==> src/design/dlq_pkg.sv <==
// ----------------------------------------------------------------------------
// dlq_pkg
// Shared types and constants of the dynamic linear quantizer to unsigned 8-bit.
// ----------------------------------------------------------------------------
package dlq_pkg;

  // default geometry of a sample: signed fixed point
  localparam int unsigned SAMPLE_WIDTH_DEF  = 16;
  localparam int unsigned FRACTION_BITS_DEF = 8;

  // result geometry
  localparam int unsigned CODE_W   = 8;
  localparam int unsigned SCALE_W  = 17;
  localparam int unsigned CODE_MAX = 255;

  // quotient bits worked out for a code or a zero point; larger saturates
  localparam int unsigned CODE_QBITS = 10;

  // what an input word asks for
  typedef enum logic {
    ACT_MEASURE  = 1'b0,
    ACT_QUANTIZE = 1'b1
  } dlq_action_e;

  // divider status towards the sequencer
  typedef struct packed {
    logic done;
    logic ovf;
  } dlq_div_stat_t;

endpackage

==> src/design/dlq_stream_if.sv <==
// ----------------------------------------------------------------------------
// dlq_stream_if
// Valid/ready channels of the quantizer: sample words in, code words out.
// ----------------------------------------------------------------------------
interface dlq_in_if #(
  parameter int unsigned SW = 16
);
  logic          valid;
  logic          ready;
  logic          action;
  logic          first;
  logic [SW-1:0] sample;

  modport source (output valid, action, first, sample, input ready);
  modport sink   (input valid, action, first, sample, output ready);
endinterface

interface dlq_out_if;
  logic        valid;
  logic        ready;
  logic [7:0]  code;
  logic [7:0]  zero_point;
  logic [16:0] scale_fixed;

  modport source (output valid, code, zero_point, scale_fixed, input ready);
  modport sink   (input valid, code, zero_point, scale_fixed, output ready);
endinterface

==> src/design/dlq_range.sv <==
// ----------------------------------------------------------------------------
// dlq_range
// Running minimum and maximum of measured samples, zero always in range.
// ----------------------------------------------------------------------------
module dlq_range #(
  parameter int unsigned SW = 16
) (
  input  logic          clk_i,
  input  logic          rst_ni,
  input  logic          upd_i,
  input  logic          first_i,
  input  logic [SW-1:0] sample_i,
  output logic [SW-1:0] span_o,
  output logic [SW-1:0] nmin_o
);

  logic signed [SW-1:0] min_q, max_q;
  logic signed [SW-1:0] base_min, base_max, smp;
  logic        [SW:0]   diff;

  assign smp = $signed(sample_i);

  // a first word restarts both bounds at zero
  assign base_min = first_i ? '0 : min_q;
  assign base_max = first_i ? '0 : max_q;

  always_ff @(posedge clk_i or negedge rst_ni) begin
    if (!rst_ni) begin
      min_q <= '0;
      max_q <= '0;
    end else if (upd_i) begin
      min_q <= (smp < base_min) ? smp : base_min;
      max_q <= (smp > base_max) ? smp : base_max;
    end
  end

  // span and negated minimum, both non-negative and fitting SW bits
  assign diff   = {max_q[SW-1], max_q} - {min_q[SW-1], min_q};
  assign span_o = diff[SW-1:0];
  assign nmin_o = ~min_q + 1'b1;

endmodule

==> src/design/dlq_divider.sv <==
// ----------------------------------------------------------------------------
// dlq_divider
// Shared restoring divider, one quotient bit per cycle, with quotient overflow
// flag for results that only need their low bits.
// ----------------------------------------------------------------------------
module dlq_divider
  import dlq_pkg::*;
#(
  parameter int unsigned RW    = 34,
  parameter int unsigned QW    = 26,
  parameter int unsigned CNT_W = 5
) (
  input  logic             clk_i,
  input  logic             rst_ni,
  input  logic             start_i,
  input  logic [RW-1:0]    num_i,
  input  logic [RW-1:0]    den_i,   // divisor already aligned to the top quotient bit
  input  logic [CNT_W-1:0] steps_i,
  output logic [QW-1:0]    quo_o,
  output dlq_div_stat_t    stat_o
);

  logic [RW-1:0]    rem_q, dsh_q;
  logic [QW-1:0]    quo_q;
  logic [CNT_W-1:0] cnt_q;
  logic             busy_q, done_q, ovf_q;
  logic             fits;

  assign fits = (rem_q >= dsh_q);

  // control
  always_ff @(posedge clk_i or negedge rst_ni) begin
    if (!rst_ni) begin
      busy_q <= 1'b0;
      done_q <= 1'b0;
      cnt_q  <= '0;
    end else begin
      done_q <= 1'b0;
      if (start_i) begin
        busy_q <= 1'b1;
        cnt_q  <= steps_i;
      end else if (busy_q) begin
        cnt_q <= cnt_q - 1'b1;
        if (cnt_q == CNT_W'(1)) begin
          busy_q <= 1'b0;
          done_q <= 1'b1;
        end
      end
    end
  end

  // datapath: trial subtract and shift
  always_ff @(posedge clk_i) begin
    if (start_i) begin
      rem_q <= num_i;
      dsh_q <= den_i;
      quo_q <= '0;
      ovf_q <= ({1'b0, num_i} >= {den_i, 1'b0});
    end else if (busy_q) begin
      if (fits) begin
        rem_q <= rem_q - dsh_q;
      end
      quo_q <= {quo_q[QW-2:0], fits};
      dsh_q <= dsh_q >> 1;
    end
  end

  assign quo_o       = quo_q;
  assign stat_o.done = done_q;
  assign stat_o.ovf  = ovf_q;

endmodule

==> src/design/dynamic_linear_quantizer_u8.sv <==
// ----------------------------------------------------------------------------
// dynamic_linear_quantizer_u8
// Two-pass dynamic linear quantizer of signed fixed-point samples to uint8.
// ----------------------------------------------------------------------------
// in_i carries sample words: a measure word (action 0) folds the sample into
// the running minimum and maximum, a set first bit restarting both at zero; it
// gives no result and ready stays high. A quantize word (action 1) gives one
// word on out_o: code, zero point and scale span/255 in units of 2^-16.
// All divisions go through one shared restoring divider, one quotient bit a
// cycle, and ready is low while a quantize word is in work. Zero point and
// scale are kept and only worked out again after a measure word or reset:
//   quantize, no measure since : code division only
//   first quantize after a measure : zero point, scale and code divisions
//   zero span : no division, result straight to the output (all fields zero)
// A finished result waits in the output register; a new quantize word can be
// accepted meanwhile, but its result is held back until the old one is taken.
// Reset clears minimum and maximum to zero and empties the output register.
// ----------------------------------------------------------------------------
module dynamic_linear_quantizer_u8
  import dlq_pkg::*;
#(
  parameter int unsigned SAMPLE_WIDTH  = SAMPLE_WIDTH_DEF,
  parameter int unsigned FRACTION_BITS = FRACTION_BITS_DEF
) (
  input  logic      clk_i,
  input  logic      rst_ni,
  dlq_in_if.sink    in_i,
  dlq_out_if.source out_o
);

  localparam int unsigned SW          = SAMPLE_WIDTH;
  localparam int unsigned RW          = SW + 18;
  localparam int unsigned QW          = SW + 10;
  localparam int unsigned CNT_W       = $clog2(QW + 1);
  localparam int unsigned SCALE_STEPS = SW + 10 - FRACTION_BITS;
  localparam int unsigned SCALE_SHIFT = 17 - FRACTION_BITS;
  localparam logic [RW-1:0] DEN_SCALE = RW'(2 * CODE_MAX) << (SCALE_STEPS - 1);

  typedef enum logic [2:0] {
    ST_IDLE,
    ST_ZP,
    ST_SCALE,
    ST_CODE,
    ST_DONE
  } state_e;

  state_e        state_q;
  logic          stale_q, zero_q, out_valid_q;
  logic [SW-1:0] sample_q;
  logic [7:0]    zp_q, res_code_q, out_code_q, out_zp_q;
  logic [16:0]   scale_q, out_scale_q;

  logic          acc, acc_quant, acc_measure, span_zero;
  logic [SW-1:0] span, nmin, x_cur, mag, n_sel;
  logic          div_start;
  logic [RW-1:0] div_num, div_den, num_code, rn;
  logic [CNT_W-1:0] div_steps;
  logic [QW-1:0] div_quo;
  dlq_div_stat_t div_stat;
  logic [CODE_QBITS-1:0] q;
  logic [CODE_QBITS:0]   sum;
  logic [7:0]    zp_calc, code_calc;

  assign in_i.ready  = (state_q == ST_IDLE);
  assign acc         = in_i.valid && in_i.ready;
  assign acc_quant   = acc && (in_i.action == ACT_QUANTIZE);
  assign acc_measure = acc && (in_i.action == ACT_MEASURE);

  dlq_range #(.SW(SW)) u_range (
    .clk_i    (clk_i),
    .rst_ni   (rst_ni),
    .upd_i    (acc_measure),
    .first_i  (in_i.first),
    .sample_i (in_i.sample),
    .span_o   (span),
    .nmin_o   (nmin)
  );

  assign span_zero = (span == '0);

  // magnitude of the sample in work: the arriving word while idle
  assign x_cur = (state_q == ST_IDLE) ? in_i.sample : sample_q;
  assign mag   = x_cur[SW-1] ? (~x_cur + 1'b1) : x_cur;

  // numerator 2*n*255 + span, as 512n - 2n + span
  assign rn       = RW'(n_sel);
  assign num_code = (rn << 9) - (rn << 1) + RW'(span);

  // divider launch and operand selection
  always_comb begin
    div_start = 1'b0;
    n_sel     = mag;
    div_num   = num_code;
    div_den   = RW'(span) << CODE_QBITS;
    div_steps = CNT_W'(CODE_QBITS);
    unique case (state_q)
      ST_IDLE: begin
        if (acc_quant && !span_zero) begin
          div_start = 1'b1;
          n_sel     = stale_q ? nmin : mag;
        end
      end
      ST_ZP: begin
        if (div_stat.done) begin
          div_start = 1'b1;
          div_num   = (RW'(span) << SCALE_SHIFT) + RW'(CODE_MAX);
          div_den   = DEN_SCALE;
          div_steps = CNT_W'(SCALE_STEPS);
        end
      end
      ST_SCALE: begin
        div_start = div_stat.done;
      end
      ST_CODE, ST_DONE: begin
        div_start = 1'b0;
      end
      default: begin
        div_start = 1'b0;
      end
    endcase
  end

  dlq_divider #(.RW(RW), .QW(QW), .CNT_W(CNT_W)) u_div (
    .clk_i   (clk_i),
    .rst_ni  (rst_ni),
    .start_i (div_start),
    .num_i   (div_num),
    .den_i   (div_den),
    .steps_i (div_steps),
    .quo_o   (div_quo),
    .stat_o  (div_stat)
  );

  // zero point clamps, code adds the signed quotient and saturates
  assign q       = div_quo[CODE_QBITS-1:0];
  assign zp_calc = (q > CODE_QBITS'(CODE_MAX)) ? 8'(CODE_MAX) : q[7:0];
  assign sum     = (CODE_QBITS + 1)'(zp_q) + (CODE_QBITS + 1)'(q);

  always_comb begin
    if (sample_q[SW-1]) begin
      if (div_stat.ovf || (q > CODE_QBITS'(zp_q))) begin
        code_calc = '0;
      end else begin
        code_calc = zp_q - q[7:0];
      end
    end else begin
      if (div_stat.ovf || (sum > (CODE_QBITS + 1)'(CODE_MAX))) begin
        code_calc = 8'(CODE_MAX);
      end else begin
        code_calc = sum[7:0];
      end
    end
  end

  // sequencer and output register
  always_ff @(posedge clk_i or negedge rst_ni) begin
    if (!rst_ni) begin
      state_q     <= ST_IDLE;
      stale_q     <= 1'b1;
      out_valid_q <= 1'b0;
      sample_q    <= '0;
      zero_q      <= 1'b0;
      zp_q        <= '0;
      res_code_q  <= '0;
      scale_q     <= '0;
      out_code_q  <= '0;
      out_zp_q    <= '0;
      out_scale_q <= '0;
    end else begin
      // a taken word empties the output register unless a new one loads
      if (out_valid_q && out_o.ready && (state_q != ST_DONE)) begin
        out_valid_q <= 1'b0;
      end
      if (acc_measure) begin
        stale_q <= 1'b1;
      end
      unique case (state_q)
        ST_IDLE: begin
          if (acc_quant) begin
            sample_q <= in_i.sample;
            zero_q   <= span_zero;
            if (span_zero) begin
              state_q <= ST_DONE;
            end else if (stale_q) begin
              state_q <= ST_ZP;
            end else begin
              state_q <= ST_CODE;
            end
          end
        end
        ST_ZP: begin
          if (div_stat.done) begin
            zp_q    <= zp_calc;
            state_q <= ST_SCALE;
          end
        end
        ST_SCALE: begin
          if (div_stat.done) begin
            scale_q <= div_quo[16:0];
            stale_q <= 1'b0;
            state_q <= ST_CODE;
          end
        end
        ST_CODE: begin
          if (div_stat.done) begin
            res_code_q <= code_calc;
            state_q    <= ST_DONE;
          end
        end
        ST_DONE: begin
          if (!out_valid_q || out_o.ready) begin
            out_valid_q <= 1'b1;
            out_code_q  <= zero_q ? '0 : res_code_q;
            out_zp_q    <= zero_q ? '0 : zp_q;
            out_scale_q <= zero_q ? '0 : scale_q;
            state_q     <= ST_IDLE;
          end
        end
        default: begin
          state_q <= ST_IDLE;
        end
      endcase
    end
  end

  assign out_o.valid       = out_valid_q;
  assign out_o.code        = out_code_q;
  assign out_o.zero_point  = out_zp_q;
  assign out_o.scale_fixed = out_scale_q;

endmodule

==> src/flat_wrapper.sv <==
// flat-port wrapper written by rule: the top's interface ports become plain ports
module dynamic_linear_quantizer_u8_flat import dlq_pkg::*;
#(
  parameter int unsigned SAMPLE_WIDTH  = SAMPLE_WIDTH_DEF,
  parameter int unsigned FRACTION_BITS = FRACTION_BITS_DEF
)
  (clk_i, rst_ni, in_i_valid, in_i_action, in_i_first, in_i_sample, in_i_ready, out_o_valid, out_o_code, out_o_zero_point, out_o_scale_fixed, out_o_ready);
  dlq_in_if #(.SW(SAMPLE_WIDTH_DEF)) in_i_i ();
  dlq_out_if out_o_i ();
  input  logic clk_i;
  input  logic rst_ni;
  input wire logic [$bits(in_i_i.valid)-1:0] in_i_valid;
  input wire logic [$bits(in_i_i.action)-1:0] in_i_action;
  input wire logic [$bits(in_i_i.first)-1:0] in_i_first;
  input wire logic [$bits(in_i_i.sample)-1:0] in_i_sample;
  output wire logic [$bits(in_i_i.ready)-1:0] in_i_ready;
  output wire logic [$bits(out_o_i.valid)-1:0] out_o_valid;
  output wire logic [$bits(out_o_i.code)-1:0] out_o_code;
  output wire logic [$bits(out_o_i.zero_point)-1:0] out_o_zero_point;
  output wire logic [$bits(out_o_i.scale_fixed)-1:0] out_o_scale_fixed;
  input wire logic [$bits(out_o_i.ready)-1:0] out_o_ready;
  assign in_i_i.valid = in_i_valid;
  assign in_i_i.action = in_i_action;
  assign in_i_i.first = in_i_first;
  assign in_i_i.sample = in_i_sample;
  assign in_i_ready = in_i_i.ready;
  assign out_o_valid = out_o_i.valid;
  assign out_o_code = out_o_i.code;
  assign out_o_zero_point = out_o_i.zero_point;
  assign out_o_scale_fixed = out_o_i.scale_fixed;
  assign out_o_i.ready = out_o_ready;
  dynamic_linear_quantizer_u8 #(.SAMPLE_WIDTH(SAMPLE_WIDTH), .FRACTION_BITS(FRACTION_BITS)) u_core (.clk_i(clk_i), .rst_ni(rst_ni), .in_i(in_i_i), .out_o(out_o_i));
endmodule
==> config.mk <==
export PLATFORM = sky130hd
export DESIGN_NAME = dynamic_linear_quantizer_u8_flat
export DESIGN_NICKNAME = d
export VERILOG_FILES = /design/src/design/dlq_pkg.sv /design/src/design/dlq_stream_if.sv /design/src/design/dlq_range.sv /design/src/design/dlq_divider.sv /design/src/design/dynamic_linear_quantizer_u8.sv /design/src/flat_wrapper.sv
export SDC_FILE = /design/constraint.sdc
export NUM_CORES = 1
export LEC_CHECK = 0
export BUFFER_PORTS_ARGS = -buffer_cell sky130_fd_sc_hd__buf_2
export CORE_ASPECT_RATIO = 1.4
export CORE_MARGIN = 5
export CORE_UTILIZATION = 62
export DETAILED_ROUTE_END_ITERATION = 8
export MAX_ROUTING_LAYER = met4
export PLACE_DENSITY = 0.91
export SKIP_LAST_GASP = 1
export SYNTH_ARGS = -nofsm -noshare
export SYNTH_HDL_FRONTEND = slang
export SYNTH_SLANG_ARGS = --single-unit
==> constraint.sdc <==
create_clock -name clk_i -period 15.7 [get_ports clk_i]
set_input_delay 3.925 -clock clk_i [delete_from_list [all_inputs] [get_ports clk_i]]
set_output_delay 3.925 -clock clk_i [all_outputs]
set_load 0.01 [all_outputs]
# [After elaboration in Yosys (flattened, before gate mapping)]
# Index checks and enable logic that the tools add are counted.
[totals] register_bits=213 wordCells=125 out_inout_bits=35 inputBits=22
[classes] mux=52 n_bitwise=3 n_reduce_logical=22 eq_ne=11 addsub=10 order_cmp=7
[ops] operator="34-bit 2-to-1 mux" n=7
[ops] operator="16-bit 2-to-1 mux" n=9
[ops] operator="26-bit 2-to-1 mux" n=2
[ops] operator="8-bit 2-to-1 mux" n=6
[ops] operator="34-bit by 35-bit greater-or-equal comparator with 1-bit output" n=1
[ops] operator="34-bit by 16-bit adder with 34-bit output" n=1
[ops] operator="34-bit greater-or-equal comparator" n=1
[ops] operator="34-bit subtractor" n=1
[ops] operator="16-bit by 1-bit adder with 16-bit output, second input constant" n=2
[ops] operator="16-bit NOT" n=2
[ops] operator="25-bit by 8-bit adder with 26-bit output, second input constant" n=1
[ops] operator="25-bit by 17-bit subtractor with 26-bit output" n=1
[ops] operator="5-bit 2-to-1 mux" n=4
[ops] operator="3-bit 2-to-1 mux" n=6
[ops] operator="17-bit 2-to-1 mux" n=1
[ops] operator="16-bit > comparator" n=1
[ops] operator="16-bit zero test" n=1
[ops] operator="16-bit < comparator" n=1
[ops] operator="16-bit subtractor" n=1
[ops] operator="3-bit one-hot mux with 5 select lines" n=1
[ops] operator="1-bit 2-to-1 mux" n=14
[ops] operator="2-bit AND reduction" n=6
[ops] operator="8-bit by 10-bit adder with 11-bit output" n=1
[ops] operator="11-bit by 8-bit > comparator with 1-bit output, second input constant" n=1
[ops] operator="20 further kinds" n=33

# [Depth between registers and ports, before layout]
[depth] depth_word=13 ltp_mapped=45 mapped_depth_nobuf=43

# [Modules after synthesis]
# A second synthesis with hierarchy kept.
[hier_totals] hier_cells=2031 hier_area_um2=17682.0
[by_module_without_submodules] module="dynamic_linear_quantizer_u8" cells_each=879 area_per_inst_um2=7433.4 instances=1 seq_area_each_um2=2203.4
[by_module_without_submodules] module="dlq_divider" cells_each=787 area_per_inst_um2=7071.8 instances=1 seq_area_each_um2=2767.7
[by_module_without_submodules] module="dlq_range" cells_each=365 area_per_inst_um2=3176.8 instances=1 seq_area_each_um2=800.8

# [Worst setup path after synthesis]
# OpenSTA, ideal clock, no wires.
[synth_timing] path_kind="input-to-reg" startpoint="input in_i_sample[5]" endpoint="register u_core.u_div.ovf_q (data pin)" t_arrival_ns=9.775 n_path_buf=1 path_stages=31 slack_ns=5.659 required_ns=15.434 setup_time_ns=0.266 cell_sequence="clkbuf_1 or4_1 nor4_1 o21ai_1 nand2_1 xor2_1 mux2_2 inv_1 ha_1 nand4_1 o31a_1 o31ai_1 o22a_2 nor4_1 or2_2 xnor2_1 ha_1 and2_1 a311oi_1 nand2b_1 a221oi_2 and3_1 nand3_1 xnor2_1 o21ai_0 ha_1 a21o_1 a21o_1 a21oi_1 o21ai_0 or3b_1"
[synth_via] elab_chain_cells=12
[synth_lines] element="from (decl)" line_no="flat_wrapper.sv:15" rtl="input wire logic [$bits(in_i_i.sample)-1:0] in_i_sample;"
[synth_lines] element="16-bit 2-to-1 mux *" line_no="dynamic_linear_quantizer_u8.sv:82" rtl="assign x_cur = (state_q == ST_IDLE) ? in_i.sample : sample_q;"
[synth_lines] element="16-bit NOT" line_no="dynamic_linear_quantizer_u8.sv:83" rtl="assign mag = x_cur[SW-1] ? (~x_cur + 1'b1) : x_cur;"
[synth_lines] element="16-bit by 1-bit adder with 16-bit output" line_no="dynamic_linear_quantizer_u8.sv:83"
[synth_lines] element="16-bit 2-to-1 mux *" line_no="dynamic_linear_quantizer_u8.sv:83"
[synth_lines] element="16-bit 2-to-1 mux" line_no="dynamic_linear_quantizer_u8.sv:100" rtl="n_sel = stale_q ? nmin : mag;"
[synth_lines] element="16-bit 2-to-1 mux" line_no="dynamic_linear_quantizer_u8.sv:98" rtl="if (acc_quant && !span_zero) begin"
[synth_lines] element="16-bit 2-to-1 mux *" line_no="dynamic_linear_quantizer_u8.sv:96" rtl="unique case (state_q)"
[synth_lines] element="25-bit by 17-bit subtractor with 26-bit output *" line_no="dynamic_linear_quantizer_u8.sv:87" rtl="assign num_code = (rn << 9) - (rn << 1) + RW'(span);"
[synth_lines] element="34-bit by 16-bit adder with 34-bit output *" line_no="dynamic_linear_quantizer_u8.sv:87"
[synth_lines] element="34-bit 2-to-1 mux" line_no="dynamic_linear_quantizer_u8.sv:104" rtl="if (div_stat.done) begin"
[synth_lines] element="34-bit 2-to-1 mux *" line_no="dynamic_linear_quantizer_u8.sv:96"
[synth_lines] element="34-bit by 35-bit greater-or-equal comparator with 1-bit output *" line_no="dlq_divider.sv:58" rtl="ovf_q <= ({1'b0, num_i} >= {den_i, 1'b0});"
[synth_lines] element="to (signal assigned)" line_no="dlq_divider.sv:58"
[synth_lines] element="to (decl)" line_no="dlq_divider.sv:26" rtl="logic busy_q, done_q, ovf_q;"
# Every way passes the cells marked *; elsewhere a longest branch is shown, timed or not.
# A chain may end at the register's enable or synchronous reset.

# [Final worst setup path]
[layout_timing] startpoint="input in_i_action" endpoint="register u_core.u_div.ovf_q (data pin)"
[layout_via] elab_chain_cells=9
[layout_lines] element="from (decl)" line_no="flat_wrapper.sv:13" rtl="input wire logic [$bits(in_i_i.action)-1:0] in_i_action;"
[layout_lines] element="1-bit logical AND *" line_no="dynamic_linear_quantizer_u8.sv:66" rtl="assign acc_quant = acc && (in_i.action == ACT_QUANTIZE);"
[layout_lines] element="1-bit logical AND *" line_no="dynamic_linear_quantizer_u8.sv:98"
[layout_lines] element="16-bit 2-to-1 mux *" line_no="dynamic_linear_quantizer_u8.sv:98"
[layout_lines] element="16-bit 2-to-1 mux *" line_no="dynamic_linear_quantizer_u8.sv:96"
[layout_lines] element="25-bit by 17-bit subtractor with 26-bit output *" line_no="dynamic_linear_quantizer_u8.sv:87"
[layout_lines] element="34-bit by 16-bit adder with 34-bit output *" line_no="dynamic_linear_quantizer_u8.sv:87"
[layout_lines] element="34-bit 2-to-1 mux" line_no="dynamic_linear_quantizer_u8.sv:104"
[layout_lines] element="34-bit 2-to-1 mux *" line_no="dynamic_linear_quantizer_u8.sv:96"
[layout_lines] element="34-bit by 35-bit greater-or-equal comparator with 1-bit output *" line_no="dlq_divider.sv:58"
# Marked as above.

==> impl_results.md <==
- DRC: 0
- First-pass GRT wire length: 70900 um
- Max incr delay on CP: 680 ps
- Relative max-transition margin: 0.225
- Via-per-instance ratio: 6.47
- Async set-or-reset flop fraction in the synthesized netlist: 0.620
- Synth area leader: dfrtp_1
- Final setup viols: 0
- Post-synth EDFFs: 61
- Slew Limit Fails: 0
- Final wirelength: 43700 um
- Top cells by area, synth: dfrtp_1 19%, edfxtp_1 11%, ha_1 11%
- Critical Path Start: in_i_action
- Worst EP arrival: 11700 ps
- # resized after CTS: 0
- CTS Buf Count: 21
- Die Area: 29700 um^2
- Final hold violation count: 0
- Total global routing overflow: 0
- Sequential fraction of the synthesis area: 0.329
- Mapped Area: 16300 um^2
- Die X: 147 um
- Max-Cap Viols: 0
- Core Area: 26000 um^2
- DR WL/cell: 19.5 um
- Critical Path Sink Type: flip-flop
- DR iter-0 viols: 1298
- Post-synth cell types: 100
- GPL Wtd Cong: 1.06
- Clock root cell: clkbuf_16
- Post-layout min period: 11310 ps
- DP HPWL: 32700 um
- R2R setup slack: 5820 ps
- Fmax: 88.4 MHz
- Worst r2r src: u_core.u_range.min_q[6]
- Reg2reg end: u_core.u_div.ovf_q
- Pre-CTS setup slack: 4050 ps
- Number of nets in the layout: 2071
- Yosys warns: 0
- Vias in the first global route: 14.2k
- Fraction of layout cells with a size suffix above 1: 0.0934
- GR Util All Layers: 0.296
- Run status: completed
- Unrepaired setup endpoints after global routing: no
- Max VDD drop: 103 uV
- CTS Hold Bufs: 0
- Worst-path fanout max: 27
- CTS clk-pin slew, worst paths: 60 ps
- WHS: 474 ps
- Largest net degree at the start of global routing: 70
- Area Growth Syn to Fin: 7.15%
- Leak pwr: 7.98 nW
- IO buf count: 56
- Initial Util: 0.626
- Final design utilization: 0.671
- I/O pin count: 57
- Rows: 70
- Final Power: 1.10 mW
- Worst-Skew Late Latency: 520 ps
- Worst setup path endpoint: u_core.u_div.ovf_q
- Initial antenna violation count: 0
- Vias: 14.5k
- Cells after Synth: 1894
- Pwr/cell area: 63.1 nW/um^2
- Startpoint Class: primary input
- Worst min path class: reg -> reg
- Crit path top cell by count: o21ai_0
- Crit share post-route: 0.720
- Most common cell after layout, fill and taps aside: nand2_1
- H-tree Lvls: 1
- Syn Area/Cell: 8.60 um^2
- Clock skew after layout: 8.89 ps
- Worst path slowest cell: nand2_1
- Post-route ant nets: 0
- Top cell type's share of synthesized area: 0.194
- CTS tree: done
- FF+latch count, synth: 205
- TNS Setup: 0 ps
- Post-CTS Setup Bufs: 0
- Tightest Pin Transition: 1160 ps
- Commonest cells after routing, fill and taps aside: 182 x nand2_1, 162 x nor2_1, 141 x o21ai_0, 141 x ha_1, 127 x a21oi_1
- Setup ws final: 4390 ps
- Max Root-Sink Buffers: 3
- Chip height: 202 um
- Critical path class: in -> reg
- N_diodes: 0
- Sink Count: 205
- Pre-antenna DRT Iters: 6
- FF-to-FF path depth: 40
- Worst path required time: 16090 ps
- Most used DFF post-synth: dfrtp_1
- Syn_nets: 2062
-- through the flow --
stage	instances	cell area, um^2
6_report	2241	17500
5_1_grt	2241	17500
4_1_cts	2241	17500
3_5_place_dp	2204	16700
3_3_place_gp	2204	16700
2_1_floorplan	1894	16300
-- worst max-delay path, delay by kind of cell --
| family | cells | cell delay [ps] |
|---|---|---|
| simple gates | 16 | 3890 |
| xor+xnor | 1 | 230 |
| compound gates | 10 | 2390 |
| fa+ha+maj | 3 | 1020 |
| buf+inv | 3 | 240 |
-- synth_stat cells (4+ instances only) --
master and count:
nor2b_1 24, mux2i_1 34, nand3b_1 5, inv_1 113, xor2_1 38, o31ai_1 23, mux2_2 26, o2111ai_1 5
clkbuf_1 61, ha_1 141, dfrtp_1 126, or3_1 12, o21a_1 13, o211a_1 4, nand2_1 182, o211ai_1 8
or4_1 6, nor2_1 162, o21bai_1 8, and2_1 13, a311oi_1 5, buf_1 9, or2_2 6, a211oi_1 7
nand3_1 46, nand2b_1 81, nor4_1 14, nor3_1 49, fa_1 5, and3_1 16, a22o_1 32, o21ai_1 18
buf_2 8, o21ai_0 141, a21oi_1 127, a22oi_1 7, xnor2_1 79, a21o_1 40, nand4_1 23, edfxtp_1 61
dfxtp_1 17, a31oi_1 8
-- state kept, by name, summed over array words and instances (netlist names) --
name / cells
u_core.sample_q: 16
u_core.res_code_q: 8
u_core.u_div.cnt_q: 5
u_core.state_q: 3
u_core.zero_q: 1
u_core.out_o.zero_point: 8
u_core.u_range.min_q: 16
u_core.u_div.dsh_q: 26
u_core.scale_q: 17
u_core.u_div.busy_q: 1
u_core.u_div.rem_q: 34
u_core.stale_q: 1
u_core.u_range.max_q: 16
u_core.out_o.scale_fixed: 17
u_core.u_div.quo_o: 17
u_core.u_div.ovf_q: 1
u_core.out_o.code: 8
u_core.out_o.valid: 1
u_core.u_div.done_q: 1
u_core.zp_q: 8
-- layer usage --
layer	vias up	wire [um]	GRT usage
met4	0	2660	0.161
li1	6754	-	-
met3	202	2610	0.0318
met2	676	21700	0.500
met1	6863	16700	0.346
met5	-	0	-
-- where the power goes --
group | internal, mW | switching (mW) | total [mW]
clock | 0.308 | 0.216 | 0.524
combinational | 0.00932 | 0.0208 | 0.0301
sequential | 0.547 | 0.0000000415 | 0.547
-- how the worst min path moves through the flow --
stage | end | from | cells past startpoint
after detailed placement | u_core.out_o.scale_fixed[11] | u_core.out_o.scale_fixed[11] | 2
after CTS | u_core.out_o.code[4] | u_core.out_o.code[4] | 2
final | u_core.out_o.scale_fixed[12] | u_core.out_o.scale_fixed[12] | 2
after global routing | u_core.out_o.scale_fixed[15] | u_core.out_o.scale_fixed[15] | 2
after floorplan | u_core.res_code_q[0] | u_core.res_code_q[0] | 2
after global placement | u_core.out_o.zero_point[1] | u_core.out_o.zero_point[1] | 2
-- area by class of cell --
class | instances | area, um^2
clock inverter | 5 | 37.5
inverter | 115 | 437
clock buffer | 32 | 696
sequential | 205 | 5350
fill | 1981 | 8560
timing repair buffer | 69 | 380
tap | 324 | 405
multi-input combinational | 1491 | 10100
-- kinds of logic after synthesis --
| logic type | Yosys count | synth area share |
|---|---|---|
| flip-flops | 205 | 0.329 |
| AND/OR/NAND/NOR | 668 | 0.205 |
| buffers and inverters | 198 | 0.0489 |
| AO/OA/AOI/OAI | 494 | 0.196 |
| multiplexers | 64 | 0.0429 |
| adder cells (fa/ha/maj) | 146 | 0.114 |
| XOR/XNOR | 119 | 0.0649 |
No activity file was read; power rests on OpenSTA's default activity.
